==> src/rtl/core/qte_pkg.sv <==
// Shared constants, types and tables for the quaternion to Euler angle pipeline.
`timescale 1ns / 1ps

package qte_pkg;

    localparam int CORDIC_STAGES = 16;
    localparam int CRD_LAT       = CORDIC_STAGES + 1;

    localparam int PROD_W    = 32;
    localparam int SUM_W     = 36;
    localparam int CRD_W     = 37;
    localparam int ANG_W     = 20;
    localparam int SINP_W    = 29;
    localparam int SQ_IN_W   = 56;
    localparam int SQ_W      = 58;
    localparam int SQ_ROOT_W = 29;
    localparam int SQ_STEPS  = SQ_IN_W / 2 + 1;
    localparam int SQ_LAT    = SQ_STEPS + 1;

    localparam logic signed [ANG_W-1:0] ANG_PI = ANG_W'(205887);
    localparam int OUT_PI      = 25736;
    localparam int OUT_HALF_PI = 12868;

    localparam logic signed [SUM_W-1:0] ONE_Q28 = SUM_W'(1) <<< 28;

    typedef enum logic [1:0] {
        CONV_STANDARD = 2'd0,
        CONV_GIMBAL   = 2'd1,
        CONV_TARGET   = 2'd2
    } t_conv;

    typedef struct packed {
        logic signed [SUM_W-1:0]  sinr;
        logic signed [SUM_W-1:0]  cosr;
        logic signed [SUM_W-1:0]  siny;
        logic signed [SUM_W-1:0]  cosy;
        logic signed [SINP_W-1:0] sinp;
        logic                     clamped;
        logic                     positive;
    } t_side;

    typedef struct packed {
        logic clamped;
        logic positive;
    } t_pflag;

    function automatic logic signed [ANG_W-1:0] atan_entry(input int idx);
        logic signed [ANG_W-1:0] val;
        case (idx)
            0:       val = ANG_W'(51472);
            1:       val = ANG_W'(30385);
            2:       val = ANG_W'(16055);
            3:       val = ANG_W'(8150);
            4:       val = ANG_W'(4091);
            5:       val = ANG_W'(2047);
            6:       val = ANG_W'(1024);
            7:       val = ANG_W'(512);
            8:       val = ANG_W'(256);
            9:       val = ANG_W'(128);
            10:      val = ANG_W'(64);
            11:      val = ANG_W'(32);
            12:      val = ANG_W'(16);
            13:      val = ANG_W'(8);
            14:      val = ANG_W'(4);
            15:      val = ANG_W'(2);
            16:      val = ANG_W'(1);
            default: val = '0;
        endcase
        return val;
    endfunction

endpackage

==> src/rtl/core/qte_isqrt.sv <==
// Pipelined digit-by-digit integer square root of one minus the squared pitch sine.
`timescale 1ns / 1ps

module qte_isqrt
    import qte_pkg::*;
(
    input  logic                 i_clk,
    input  logic                 i_rst_n,
    input  logic                 i_valid,
    input  logic [SQ_IN_W-1:0]   i_sq,
    output logic                 o_valid,
    output logic [SQ_ROOT_W-1:0] o_root
);

    logic            r_v    [0:SQ_STEPS];
    logic [SQ_W-1:0] r_rem  [0:SQ_STEPS];
    logic [SQ_W-1:0] r_root [0:SQ_STEPS];
    logic [SQ_W-1:0] n_rem  [0:SQ_STEPS];
    logic [SQ_W-1:0] n_root [0:SQ_STEPS];

    always_comb begin
        logic [SQ_W-1:0] bit_val;
        logic [SQ_W-1:0] trial;
        n_rem[0]  = (SQ_W'(1) << SQ_IN_W) - SQ_W'(i_sq);
        n_root[0] = '0;
        for (int k = 0; k < SQ_STEPS; k++) begin
            bit_val = SQ_W'(1) << (SQ_IN_W - 2 * k);
            trial   = r_root[k] + bit_val;
            if (r_rem[k] >= trial) begin
                n_rem[k+1]  = r_rem[k] - trial;
                n_root[k+1] = (r_root[k] >> 1) + bit_val;
            end else begin
                n_rem[k+1]  = r_rem[k];
                n_root[k+1] = r_root[k] >> 1;
            end
        end
    end

    always_ff @(posedge i_clk) begin
        if (!i_rst_n) begin
            for (int k = 0; k <= SQ_STEPS; k++) r_v[k] <= 1'b0;
        end else begin
            r_v[0] <= i_valid;
            for (int k = 0; k < SQ_STEPS; k++) r_v[k+1] <= r_v[k];
        end
        for (int k = 0; k <= SQ_STEPS; k++) begin
            r_rem[k]  <= n_rem[k];
            r_root[k] <= n_root[k];
        end
    end

    assign o_valid = r_v[SQ_STEPS];
    assign o_root  = r_root[SQ_STEPS][SQ_ROOT_W-1:0];

endmodule

==> config.mk <==
export PLATFORM = sky130hd
export DESIGN_NAME = qte_isqrt
export DESIGN_NICKNAME = d
export VERILOG_FILES = /design/src/rtl/core/qte_pkg.sv /design/src/rtl/core/qte_isqrt.sv
export SDC_FILE = /design/constraint.sdc
export NUM_CORES = 2
export LEC_CHECK = 0
export BUFFER_PORTS_ARGS = -buffer_cell sky130_fd_sc_hd__buf_2
export CAP_MARGIN = 20
export CORE_MARGIN = 4
export CORE_UTILIZATION = 45
export CTS_BUF_LIST = sky130_fd_sc_hd__clkbuf_8 sky130_fd_sc_hd__clkbuf_16
export CTS_CLUSTER_DIAMETER = 60
export DETAILED_ROUTE_END_ITERATION = 8
export PLACE_DENSITY = 0.67
export SLEW_MARGIN = 20
export SYNTH_ARGS = -nofsm -noshare
export SYNTH_HDL_FRONTEND = slang
export SYNTH_SLANG_ARGS = --single-unit
==> constraint.sdc <==
create_clock -name i_clk -period 9.4 [get_ports i_clk]
set_clock_uncertainty 0.05 [all_clocks]
set_input_delay 0.47 -clock i_clk [delete_from_list [all_inputs] [get_ports i_clk]]
set_output_delay 0.47 -clock i_clk [all_outputs]
set_load 0.01 [all_outputs]
# Word level (Yosys, flattened, before mapping)
# Memories as Yosys holds them, arrays and structs flattened.
# Cells that the tools add are included.
# op_classes
mux	90
n_lt_le_gt_ge	29
bitwise_logic	30
add_sub_neg	88
# ops
cell	count
58-bit two-way mux	58
58-bit greater-or-equal comparator	29
58-bit subtractor	29
57-bit by 1-bit adder with 58-bit output (second input constant)	1
57-bit by 11-bit adder with 58-bit output (second input constant)	1
57-bit by 13-bit adder with 58-bit output (second input constant)	1
57-bit by 15-bit adder with 58-bit output (second input constant)	1
57-bit by 17-bit adder with 58-bit output (second input constant)	1
57-bit by 19-bit adder with 58-bit output (second input constant)	1
57-bit by 21-bit adder with 58-bit output (second input constant)	1
57-bit by 23-bit adder with 58-bit output (second input constant)	1
57-bit by 25-bit adder with 58-bit output (second input constant)	1
57-bit by 27-bit adder with 58-bit output (second input constant)	1
57-bit by 29-bit adder with 58-bit output (second input constant)	1
57-bit by 3-bit adder with 58-bit output (second input constant)	1
57-bit by 31-bit adder with 58-bit output (second input constant)	1
57-bit by 33-bit adder with 58-bit output (second input constant)	1
57-bit by 35-bit adder with 58-bit output (second input constant)	1
57-bit by 37-bit adder with 58-bit output (second input constant)	1
57-bit by 39-bit adder with 58-bit output (second input constant)	1
57-bit by 41-bit adder with 58-bit output (second input constant)	1
57-bit by 43-bit adder with 58-bit output (second input constant)	1
57-bit by 45-bit adder with 58-bit output (second input constant)	1
57-bit by 47-bit adder with 58-bit output (second input constant)	1
40 further kinds	100
# word_totals
ramBits	3510
inputBits	59
out_inout_bits	30
ff_bits	0
n_memories	3
word_cells	240
# mem_list
name	depth	width	read_ports	rd_clocked_by_memory_dff	wr	line	text
r_rem	30	58	29	0	30	qte_isqrt.sv:16	logic [SQ_W-1:0] r_rem [0:SQ_STEPS];
r_root	30	58	30	0	30	qte_isqrt.sv:17	logic [SQ_W-1:0] r_root [0:SQ_STEPS];
r_v	30	1	30	0	30	qte_isqrt.sv:15	logic r_v [0:SQ_STEPS];

# Depth between registers and ports, before layout
# An unclocked memory read counts as a cell.
# depth
ltp_word	4
ltp_mapped	15
mapped_depth_nobuf	12

# Least setup slack after synthesis
# OpenSTA, ideal clock, no wires.
# synth_timing
path_type	reg2reg
from	memory r_rem[21][46] (netlist: r_rem[1][336])
to	memory r_rem[22][42] (netlist: r_rem[1][390])
path_stages_with_launch	10
required_ps	9235
slack_ps	5861
t_arrival_ps	3374
n_path_buf	1
setup_time_ps	115
synth_period_minus_slack_ps	3539
path_cell_list	dfxtp_1 > or4_4 > or4_4 > or4b_1 > or4b_4 > a2111oi_4 > o31ai_2 > and4b_1 > buf_6 > a21o_2
# synth_lines
item	line
from (decl)	qte_isqrt.sv:16

==> results.py <==
metrics = {
    "placement": {
        "dp_cells": 10486,
        "gp_congestion": 0.910,
        "pre_cts_ws_ns": 5.07,
        "dp_hpwl_um": 155000,
        "place.port_buffers": 88,
    },
    "synth": {
        "yosysMostFrequentCell": "dfxtp_1",
        "synthTopCellsByArea": "dfxtp_1, ha_1, xnor2_1, xor2_1, a21oi_1",
        "syn_area_per_cell_sq_um": 9.95,
        "ys_seq_area_share_pct": 52.8,
        "ys_seq_elements": 2146,
        "synthesis.area_sq_um": 81400,
        "synth_edf_count": 0,
        "postSynthCellCount": 8179,
        "synth_top_area_share_pct": 52.8,
        "ys.flop_type": "dfxtp_1",
        "yosys_warnings": 0,
        "synth_commonest_cells": "dfxtp_1, inv_1, nor2_1",
        "synth_cell_type_count": 86,
        "synth_top_area_cell": "dfxtp_1",
        "async_reset_ff_share_pct": 0,
    },
    "critical_path": {
        "critPathMaxStageDelay_ns": 0.65,
        "cp_max_fo": 4,
        "end_kind": "flip-flop",
        "critical_path.most_common_cell": "nor4_1",
        "worstSetupPathType": "in -> reg",
        "arrival_ns": 5.22,
        "rr_worst_depth": 10,
        "worstReg2RegStart": "r_rem[1][624]",
        "cp_slowest_cell": "nor4_1",
        "path_cells": "dlygate4sd3_1 -> buf_2 -> or4_1 -> nor4_1 -> nand4_1 -> nor4_1 -> nand2_1 -> or3_1 -> or3_1 -> nor4_1 -> xnor2_1 -> dlygate4sd3_1",
        "cp.required_ns": 10.10,
        "r2r-end": "r_rem[1][655]",
        "reg2reg_slack_ns": 5.00,
        "start_kind": "primary input",
    },
    "clock_network": {
        "root_buffer": "clkbuf_16",
        "cts_buffers": 213,
        "cts_max_path_buffers": 3,
        "cts_resized": 0,
        "clock-sinks": 2146,
        "clk_pin_slew_ns": 0.06,
        "post-cts-setup-buffers": 0,
        "clkLatencyLatePin_ns": 0.85,
        "cts_tree": "yes",
        "cts_htree_levels": 4,
    },
    "finish": {
        "fin_nets": 8958,
        "post-route-util_pct": 52.0,
        "drive_gt1_share_pct": 7.46,
        "area_delta_synth_final_pct": 14.6,
        "instances_no_fill": 10980,
    },
    "timing": {
        "drv_slew": 0,
        "finalCritPeriodShare_pct": 48.1,
        "hold_viol_final": 0,
        "slew_headroom_pct": 28.0,
        "fin_setup_tns_ns": 0,
        "min_period_ns": 4.53,
        "rsz0062_at_grt": "false",
        "max_freq_mhz": 221,
        "worst_pin_slew_ns": 1.07,
        "layout_setup_ws_ns": 4.87,
        "finalSetupViolCount": 0,
    },
    "pwr": {
        "switching_share_pct": 31.2,
        "netSwitchingPower_uw": 8640,
        "p_clk_share_pct": 33.2,
        "pwr_density_cell_nw_per_um2": 297,
        "internal_power_uw": 19000,
        "ir_worst_vdd_uv": 194,
        "p_seq_share_pct": 45.7,
        "finalPower_uw": 27700,
        "power.leakage_uw": 0.0418,
        "combPwrFrac_pct": 21.1,
    },
    "route": {
        "drc_errors": 0,
        "drt_iter0_drc": 3897,
        "routed_wl_um": 201000,
        "drtPass1Iterations": 5,
        "wl_per_cell_um": 18.3,
        "detail_route.vias_per_cell": 5.30,
        "via_count": 58207,
        "ant_nets": 0,
    },
    "die": {
        "initial_core_util_pct": 45.4,
        "rows": 155,
        "io_pins": 89,
        "core_sq_um": 179000,
        "die_area_sq_um": 188000,
        "fp.dieW_um": 433,
        "fp.dieH_um": 433,
    },
    "run": {
        "cap_violations": 0,
    },
    "min_path": {
        "hold_end": "r_v[28]",
        "hold_depth": 2,
        "holdCritPathClass": "in -> reg",
        "hold_start": "i_rst_n",
    },
    "grt": {
        "grt_pass1_vias": 57741,
        "overflow": 0,
        "grt_max_degree": 56,
        "grt.total_usage_pct": 20.9,
        "grt_pass1_wl_um": 315000,
        "antenna_found_initial": 7,
    },
    "status": {
        "outcome": "completed",
    },
}
state kept, by name, summed over array words and instances, names as in the netlist:
signal  count
r_rem    1681
r_root    435
r_v        30
worst max-delay path by stage:
stage,to,depth (start not counted),start,slack (ns)
after global routing,r_rem[0][53],12,i_sq[17],4.62
after floorplan,r_rem[1][390],9,r_rem[1][336],5.86
final,r_rem[0][53],12,i_sq[17],4.87
after CTS,r_rem[1][655],10,r_rem[1][624],5.02
after detailed placement,r_rem[1][655],10,r_rem[1][624],5.07
after global placement,r_rem[1][655],10,r_rem[1][624],5.21
power by group through the flow:
stage	clock network (uW)	logic (uW)	registers, uW
2_1_floorplan	0	4490	12100
3_3_place_gp	0	5670	12800
3_5_place_dp	0	5740	12800
4_1_cts	9380	5820	12700
5_1_grt	9760	6490	12900
6_report	9190	5850	12700
layout make-up:
type / count / area (sq um)
Clock buffer: 241 / 5730
Timing Repair Buffer: 207 / 1560
Fill cell: 15907 / 86000
Antenna cell: 3 / 7.51
Inverter: 589 / 2210
Sequential cell: 2146 / 43000
Multi-Input combinational cell: 5281 / 35600
Clock inverter: 158 / 2180
Tap cell: 2355 / 2950
placed cells by master (no fill, tap or decap), drive strengths merged, types with 45 or more instances in the layout:
cell type	Yosys	final
a21o	164	164
a21oi	519	519
and2	65	65
and3	45	45
buf	24	115
clkbuf	140	241
clkinv	0	55
dfxtp	2146	2146
dlygate4sd3	0	92
ha	461	461
inv	589	636
mux2	68	68
nand2	481	481
nand2b	106	106
nand3	121	121
nand4	148	148
nor2	570	570
nor2b	70	70
nor3	245	245
nor4	283	283
o21a	109	109
o21ai	324	324
o21bai	46	46
or3	100	100
or4	66	66
xnor2	431	431
xor2	325	325
timing repair:
| item | 4_1_cts | 5_1_grt |
|---|---|---|
| hold buffers | 92 | 0 |
| hold endpoints to repair | 58 | 0 |
| endpoints found under the setup margin | 0 | 0 |
layer usage:
metal  track usage (%)  vias up  wire length [um]
met5                 0        -                 0
met4              5.53        0              4670
met3              3.13      304              8680
met2              36.5     1231             97400
met1              27.1    27670             90300
li1                  -    29002                 -
cells by family (layout without fill, tap and decap cells):
| family | Yosys count | after routing | synth area share, % |
|---|---|---|---|
| mux | 78 | 78 | 1.06 |
| compound gates | 1483 | 1483 | 11.3 |
| other cells | 1 | 5 | 0.00461 |
| flops | 2146 | 2146 | 52.8 |
| fa+ha+maj | 461 | 461 | 7.09 |
| simple gates | 2501 | 2501 | 16.0 |
| buf+inv | 753 | 1195 | 3.52 |
| xor+xnor | 756 | 756 | 8.14 |
critical path: cells and delay by family:
family / cells / cell delay [ns]
AND/OR/NAND/NOR: 8 / 3.41
buffers and inverters: 3 / 1.22
XOR/XNOR: 1 / 0.12
through the flow:
step,hold WS [ns],area [sq um]
final,0.0595,93200
after detailed placement,0.262,84400
after global routing,0.0722,93200
after CTS,0.0184,93200
after floorplan,0.260,81400
after global placement,0.263,84400
(Power assumes the default switching activity.)
