**config.mk**
```make
export PLATFORM = sky130hd
export DESIGN_NAME = qte_cordic
export DESIGN_NICKNAME = d
export VERILOG_FILES = /design/src/rtl/core/qte_pkg.sv /design/src/rtl/core/qte_cordic.sv
export SDC_FILE = /design/constraint.sdc
export NUM_CORES = 2
export LEC_CHECK = 0
export ABC_CLOCK_PERIOD_IN_PS = 8200
export BUFFER_PORTS_ARGS = -buffer_cell sky130_fd_sc_hd__buf_2
export CAP_MARGIN = 20
export CORE_MARGIN = 4
export CORE_UTILIZATION = 52
export DETAILED_ROUTE_END_ITERATION = 6
export PLACE_DENSITY = 0.71
export SLEW_MARGIN = 20
export SYNTH_ARGS = -nofsm -noshare
export SYNTH_HDL_FRONTEND = slang
export SYNTH_SLANG_ARGS = --single-unit
export TNS_END_PERCENT = 5
```
**constraint.sdc**
```tcl
create_clock -name i_clk -period 8.2 [get_ports i_clk]
set_input_delay 1.64 -clock i_clk [delete_from_list [all_inputs] [get_ports i_clk]]
set_output_delay 1.64 -clock i_clk [all_outputs]
set_load 0.005 [all_outputs]
```
**src/rtl/core/qte_pkg.sv**
```systemverilog
// Shared constants, types and tables for the quaternion to Euler angle pipeline.
`timescale 1ns / 1ps

package qte_pkg;

    localparam int CORDIC_STAGES = 16;
    localparam int CRD_LAT       = CORDIC_STAGES + 1;

    localparam int PROD_W    = 32;
    localparam int SUM_W     = 36;
    localparam int CRD_W     = 37;
    localparam int ANG_W     = 20;
    localparam int SINP_W    = 29;
    localparam int SQ_IN_W   = 56;
    localparam int SQ_W      = 58;
    localparam int SQ_ROOT_W = 29;
    localparam int SQ_STEPS  = SQ_IN_W / 2 + 1;
    localparam int SQ_LAT    = SQ_STEPS + 1;

    localparam logic signed [ANG_W-1:0] ANG_PI = ANG_W'(205887);
    localparam int OUT_PI      = 25736;
    localparam int OUT_HALF_PI = 12868;

    localparam logic signed [SUM_W-1:0] ONE_Q28 = SUM_W'(1) <<< 28;

    typedef enum logic [1:0] {
        CONV_STANDARD = 2'd0,
        CONV_GIMBAL   = 2'd1,
        CONV_TARGET   = 2'd2
    } t_conv;

    typedef struct packed {
        logic signed [SUM_W-1:0]  sinr;
        logic signed [SUM_W-1:0]  cosr;
        logic signed [SUM_W-1:0]  siny;
        logic signed [SUM_W-1:0]  cosy;
        logic signed [SINP_W-1:0] sinp;
        logic                     clamped;
        logic                     positive;
    } t_side;

    typedef struct packed {
        logic clamped;
        logic positive;
    } t_pflag;

    function automatic logic signed [ANG_W-1:0] atan_entry(input int idx);
        logic signed [ANG_W-1:0] val;
        case (idx)
            0:       val = ANG_W'(51472);
            1:       val = ANG_W'(30385);
            2:       val = ANG_W'(16055);
            3:       val = ANG_W'(8150);
            4:       val = ANG_W'(4091);
            5:       val = ANG_W'(2047);
            6:       val = ANG_W'(1024);
            7:       val = ANG_W'(512);
            8:       val = ANG_W'(256);
            9:       val = ANG_W'(128);
            10:      val = ANG_W'(64);
            11:      val = ANG_W'(32);
            12:      val = ANG_W'(16);
            13:      val = ANG_W'(8);
            14:      val = ANG_W'(4);
            15:      val = ANG_W'(2);
            16:      val = ANG_W'(1);
            default: val = '0;
        endcase
        return val;
    endfunction

endpackage

```
**src/rtl/core/qte_cordic.sv**
```systemverilog
// Pipelined vectoring CORDIC that forms atan2(y, x) at 65536 per radian.
`timescale 1ns / 1ps

module qte_cordic
    import qte_pkg::*;
(
    input  logic                    i_clk,
    input  logic                    i_rst_n,
    input  logic                    i_valid,
    input  logic signed [CRD_W-1:0] i_y,
    input  logic signed [CRD_W-1:0] i_x,
    output logic                    o_valid,
    output logic signed [ANG_W-1:0] o_angle
);

    logic                    r_v    [0:CORDIC_STAGES];
    logic                    r_zero [0:CORDIC_STAGES];
    logic signed [CRD_W-1:0] r_x    [0:CORDIC_STAGES];
    logic signed [CRD_W-1:0] r_y    [0:CORDIC_STAGES];
    logic signed [ANG_W-1:0] r_z    [0:CORDIC_STAGES];
    logic signed [CRD_W-1:0] n_x    [0:CORDIC_STAGES];
    logic signed [CRD_W-1:0] n_y    [0:CORDIC_STAGES];
    logic signed [ANG_W-1:0] n_z    [0:CORDIC_STAGES];

    always_comb begin
        if (i_x < 0) begin
            n_x[0] = -i_x;
            n_y[0] = -i_y;
            n_z[0] = (i_y >= 0) ? ANG_PI : -ANG_PI;
        end else begin
            n_x[0] = i_x;
            n_y[0] = i_y;
            n_z[0] = '0;
        end
        for (int k = 0; k < CORDIC_STAGES; k++) begin
            if (r_y[k] > 0) begin
                n_x[k+1] = r_x[k] + (r_y[k] >>> k);
                n_y[k+1] = r_y[k] - (r_x[k] >>> k);
                n_z[k+1] = r_z[k] + atan_entry(k);
            end else begin
                n_x[k+1] = r_x[k] - (r_y[k] >>> k);
                n_y[k+1] = r_y[k] + (r_x[k] >>> k);
                n_z[k+1] = r_z[k] - atan_entry(k);
            end
        end
    end

    always_ff @(posedge i_clk) begin
        if (!i_rst_n) begin
            for (int k = 0; k <= CORDIC_STAGES; k++) r_v[k] <= 1'b0;
        end else begin
            r_v[0] <= i_valid;
            for (int k = 0; k < CORDIC_STAGES; k++) r_v[k+1] <= r_v[k];
        end
        r_zero[0] <= (i_x == 0) && (i_y == 0);
        for (int k = 0; k < CORDIC_STAGES; k++) r_zero[k+1] <= r_zero[k];
        for (int k = 0; k <= CORDIC_STAGES; k++) begin
            r_x[k] <= n_x[k];
            r_y[k] <= n_y[k];
            r_z[k] <= n_z[k];
        end
    end

    assign o_valid = r_v[CORDIC_STAGES];
    assign o_angle = r_zero[CORDIC_STAGES] ? '0 : r_z[CORDIC_STAGES];

endmodule

```
# Yosys cells after proc, flatten, opt, wreduce, memory -nomap -nowiden
# Memories as Yosys holds them, arrays and structs flattened.
# Cells that the tools add are included.
[word_totals]
elab_cells = 244
register_bits = 0
in_bits = 77
ram_bits = 1632
n_memories = 5
output_inout_bits = 21
[op_classes]
reduce_logical = 3
addsub = 97
n_lt_le_gt_ge = 18
bitwise_logic = 17
n_mux = 104
[mem_list]
columns = ["memory", "depth", "width", "rd", "rd_clocked_by_memory_dff", "wr", "line_no", "source"]
rows = [
  ["r_x", 17, 37, 16, 0, 17, "qte_cordic.sv:18", "logic signed [CRD_W-1:0] r_x [0:CORDIC_STAGES];"],
  ["r_y", 17, 37, 16, 0, 17, "qte_cordic.sv:19", "logic signed [CRD_W-1:0] r_y [0:CORDIC_STAGES];"],
  ["r_z", 17, 20, 17, 0, 17, "qte_cordic.sv:20", "logic signed [ANG_W-1:0] r_z [0:CORDIC_STAGES];"],
  ["r_v", 17, 1, 17, 0, 17, "qte_cordic.sv:16", "logic r_v [0:CORDIC_STAGES];"],
  ["r_zero", 17, 1, 17, 0, 17, "qte_cordic.sv:17", "logic r_zero [0:CORDIC_STAGES];"],
]
[op_table]
columns = ["operator", "n"]
rows = [
  ["$mux 37", 34],
  ["$mux 20", 51],
  ["$gt 37x1->1 const B", 16],
  ["$add 20x20->20", 16],
  ["$sub 20x20->20", 16],
  ["$add 37x22->37", 2],
  ["$add 37x23->37", 2],
  ["$add 37x24->37", 2],
  ["$add 37x25->37", 2],
  ["$add 37x26->37", 2],
  ["$add 37x27->37", 2],
  ["$add 37x28->37", 2],
  ["$add 37x29->37", 2],
  ["$add 37x30->37", 2],
  ["$add 37x31->37", 2],
  ["$add 37x32->37", 2],
  ["$add 37x33->37", 2],
  ["$add 37x34->37", 2],
  ["$add 37x35->37", 2],
  ["$add 37x36->37", 2],
  ["$logic_not 37->1", 2],
  ["$neg 37->37", 2],
  ["$sub 37x22->37", 2],
  ["$sub 37x23->37", 2],
  ["other kinds (20)", 68],
]

# Logic depth before layout (Yosys ltp)
[logic_depth]
word_depth = 4
mapped_depth = 28
ltp_nobuf = 24

# Least setup slack after synthesis
# Ideal clock, no wire load.
[synth_path]
kind = "reg2reg"
start = "memory r_y[9][11], in the netlist r_y[0][344]"
end = "memory r_x[10][36], in the netlist r_x[0][406]"
synth_period_minus_slack_ps = 6259
setup_slack_ps = 1941
path_buffers = 3
stages_incl_launch_ff = 27
setup_ps = 72
required_ps = 8128
arrival_time_ps = 6186
cell_sequence = "dfxtp_1 nor4_1 nand2_1 or4_1 or3_1 or4_1 clkbuf_1 nor2b_1 and3_1 buf_2 nor2_2 inv_2 buf_2 nor2_1 xnor2_1 ha_1 nor2b_1 o31ai_1 a31oi_1 a311oi_2 a211oi_1 o41ai_1 nor3_1 o41a_1 o21a_1 nor2_1 xnor2_1"
[synth_rtl]
columns = ["element", "line_no"]
rows = [
  ["from (decl)", "qte_cordic.sv:19"],
  ["to (decl)", "qte_cordic.sv:18"],
]

==> impl_results.md <==
* Reg clk slew, reported paths at about 0.060 ns
* Ys async rst share at 0
* Critical path class: register to register
* CP max stage delay at roughly 0.77 ns
* GPL Wtd Cong at 0.965
* Syn_nets at roughly 15,000
* Fin crit period at around 7.4 ns
* Hold Crit Endpoint: r_zero[0][4]
* Tot GR Track Use at 0.277
* Crit start category: register
* Reg-to-reg endpoint: r_x[0][184]
* Pin count of the biggest net entering global routing at around 60
* Synth cell types at 93
* IO Port Bufs at slightly below 100
* Remaining antenna violation count after routing at 0
* Fin. Hold Viols at 0
* Worst-skew pair later-pin latency at 0.85 ns
* Share of layout cells above drive strength 1 at 0.0449
* Max Cap Violations at 0
* Main synth FF type: dfxtp_1
* Final Setup Violations at 0
* Hold path start: r_zero[0][3]
* Critical Path AT at between 8 and 9 ns
* Status: complete, but fails checks
* Setup_tns at 0 ns
* Post-CTS Resized at 0
* Postcts setup bufs at 0
* Max-Slew Margin vs Limit at 0.187
* Final wirelength at between 300,000 and 400,000 um
* Mapped Avg Cell Area at ~8.4 um2
* Layout Cells excl Fill at about 16,000
* Die area at approximately 220,000 um2
* Placed wire-length estimate at about 260,000 um
* Worst Reg-to-Reg Cells at 20
* Register-to-register setup slack at 0.81 ns
* Initial antenna violation count at 9
* Deepest clock path buffer count at 3
* Slew @ Worst Pin at 1.21 ns
* CP Data Required Time at between 8 and 9 ns
* CTS Root Buffer Type: clkbuf_16
* Die height at around 470 um
* Post-synthesis sequential area ratio at 0.270
* CTS tree: yes
* Die X at roughly 470 um
* Drt first pass iters at 7
* Post-synth EDFFs at 0
* Area Growth Syn to Fin at 8.69%
* CTS Sinks at 1,485
* First-pass GRT wire length at 498,000 um
* Drt initial violations at approximately 8,100
* CTS Hold Buffers Added at 0
* Core footprint at roughly 210,000 um2
* Vias per Instance at roughly 6
* Clk_skew at about 0.046 ns
* Post-synthesis cell count at roughly 13,000
* F_max at 135 MHz
* Yosys warnings at 0
* RSZ-0062 raised after global routing: false
* Ports at 98
* Total gr overflow at 0
* Final Slew Violations at 0
* Failing checks: DRC
* Vias in the first global route at around 93,000
* DRC Markers at 6
* Crit. End Element: register
* WHS at between 0.3 and 0.4 ns
* Crit path max-delay cell type: nor4_1
* Starting Density at 0.524
* Final period utilization at 0.902
* Routed WL per cell at slightly below 20 um
* Synthesized cell area at roughly 110,000 um2
* Reg2reg start: r_y[0][124]
* Hold/Removal Path Class: register to register
* # rows at ~170
* Hold Path Depth at 0
* CP Cell Sequence: or4_1, or2_2, nor4_1, and2_0, nand4_1, nor4_1, a21oi_4, buf_4, o31ai_1, xor2_1, ha_1, o21a_1, o21ai_0, a211oi_1, o221ai_1, o311ai_0, a21oi_1, a2111oi_0, a211oi_1, xnor2_1
* Max FO, Critical Path at 60
* Layout net count at about 15,000
* DP Cell Count at roughly 16,000
* Vias at just under 100k
* Register bit total from synthesis at 1,485
* Total CTS buffers at approximately 170
* Htree depth at 4
## layer usage
layer / vias up / routed length [um] / track usage
li1: 47300 / - / -
met1: 46200 / 143000 / 0.377
met2: 3084 / 144000 / 0.459
met3: 554 / 20100 / 0.0359
met4: 0 / 8730 / 0.0810
met5: - / 0 / 0
## placed cells by master, fill, tap and decap left out, drive strengths merged, types with 198 or more instances in the layout
cell       n
xor2     656
a21o     566
ha      1327
xnor2   1289
inv      662
clkbuf   203
o21ai    834
nand3    198
o21bai   200
nor2b    206
o31ai    211
nor2     928
a21oi   1209
nand2b   202
nand2    815
nor3     250
dfxtp   1485
## how the worst max path moves through the flow
stage,slack (ns),startpoint,end
4_1_cts,1.06,r_y[0][344],r_x[0][406]
3_5_place_dp,1.10,r_y[0][344],r_x[0][406]
5_1_grt,0.18,r_y[0][124],r_x[0][184]
3_3_place_gp,1.25,r_y[0][344],r_x[0][406]
2_1_floorplan,1.94,r_y[0][344],r_x[0][406]
6_report,0.81,r_y[0][124],r_x[0][184]
## per-stage QoR
stage | utilization | cell area [um2] | setup slack [ns]
after floorplan | - | 110000 | 1.94
after detailed placement | 0.541 | 114000 | 1.10
after CTS | 0.570 | 120000 | 1.06
final | 0.570 | 120000 | 0.806
after global routing | 0.570 | 120000 | 0.175
after global placement | 0.541 | 114000 | 1.25
## cells in the mapped netlist (all sizes together) (58+ instances only)
cell / number / area, um2
a211oi: 85 / 638
o21ai: 834 / 4170
nor3: 250 / 1260
xnor2: 1289 / 11300
o21bai: 200 / 1500
or4: 108 / 822
xor2: 656 / 5750
nor2b: 206 / 1300
and3: 121 / 757
a31oi: 109 / 682
o21a: 173 / 1300
nor2: 928 / 3490
o31ai: 211 / 1590
nor4: 150 / 966
nand2b: 202 / 1260
nand3: 198 / 991
dfxtp: 1485 / 29700
clkbuf: 207 / 777
a21oi: 1209 / 6050
inv: 645 / 2420
and2: 58 / 363
ha: 1327 / 16600
nand4: 115 / 719
a21o: 566 / 4250
nand2: 815 / 3060
o41ai: 103 / 902
or3: 126 / 793
## critical path, delay by kind of cell, from the launching register on
family | cells | cell delay, ns
adder cells (fa/ha/maj) | 1 | 0.34
XOR/XNOR | 2 | 0.30
AND/OR/NAND/NOR | 6 | 2.78
AO/OA/AOI/OAI | 10 | 3.15
buffers and inverters | 1 | 0.37
flip-flops | 1 | 0.34
## final cells by class
cell class              instances  area [um2]
flip-flops and latches       1485       29700
multi-input cells           10700       77100
fillers                     19100       90500
clock inverters               106        1520
clock buffers                 203        4530
well taps                    2805        3510
repair buffers                154         913
diodes                          6        15.0
inverters                     650        2440
## registers in the layout (all words and copies together), names as in the netlist
signal	cells
r_zero	17
r_z	319
r_v	17
r_y	592
r_x	540
## cell families after synthesis
group / count (synthesis) / synth area share
fa+ha+maj: 1374 / 0.159
buf+inv: 905 / 0.0313
mux: 51 / 0.00480
xor+xnor: 1945 / 0.155
compound gates: 3946 / 0.228
flops: 1485 / 0.270
simple gates: 3412 / 0.153
Power is left out: the tool's default activity adds up to more than one toggle a clock period on the data nets, which glitch-free logic cannot reach.
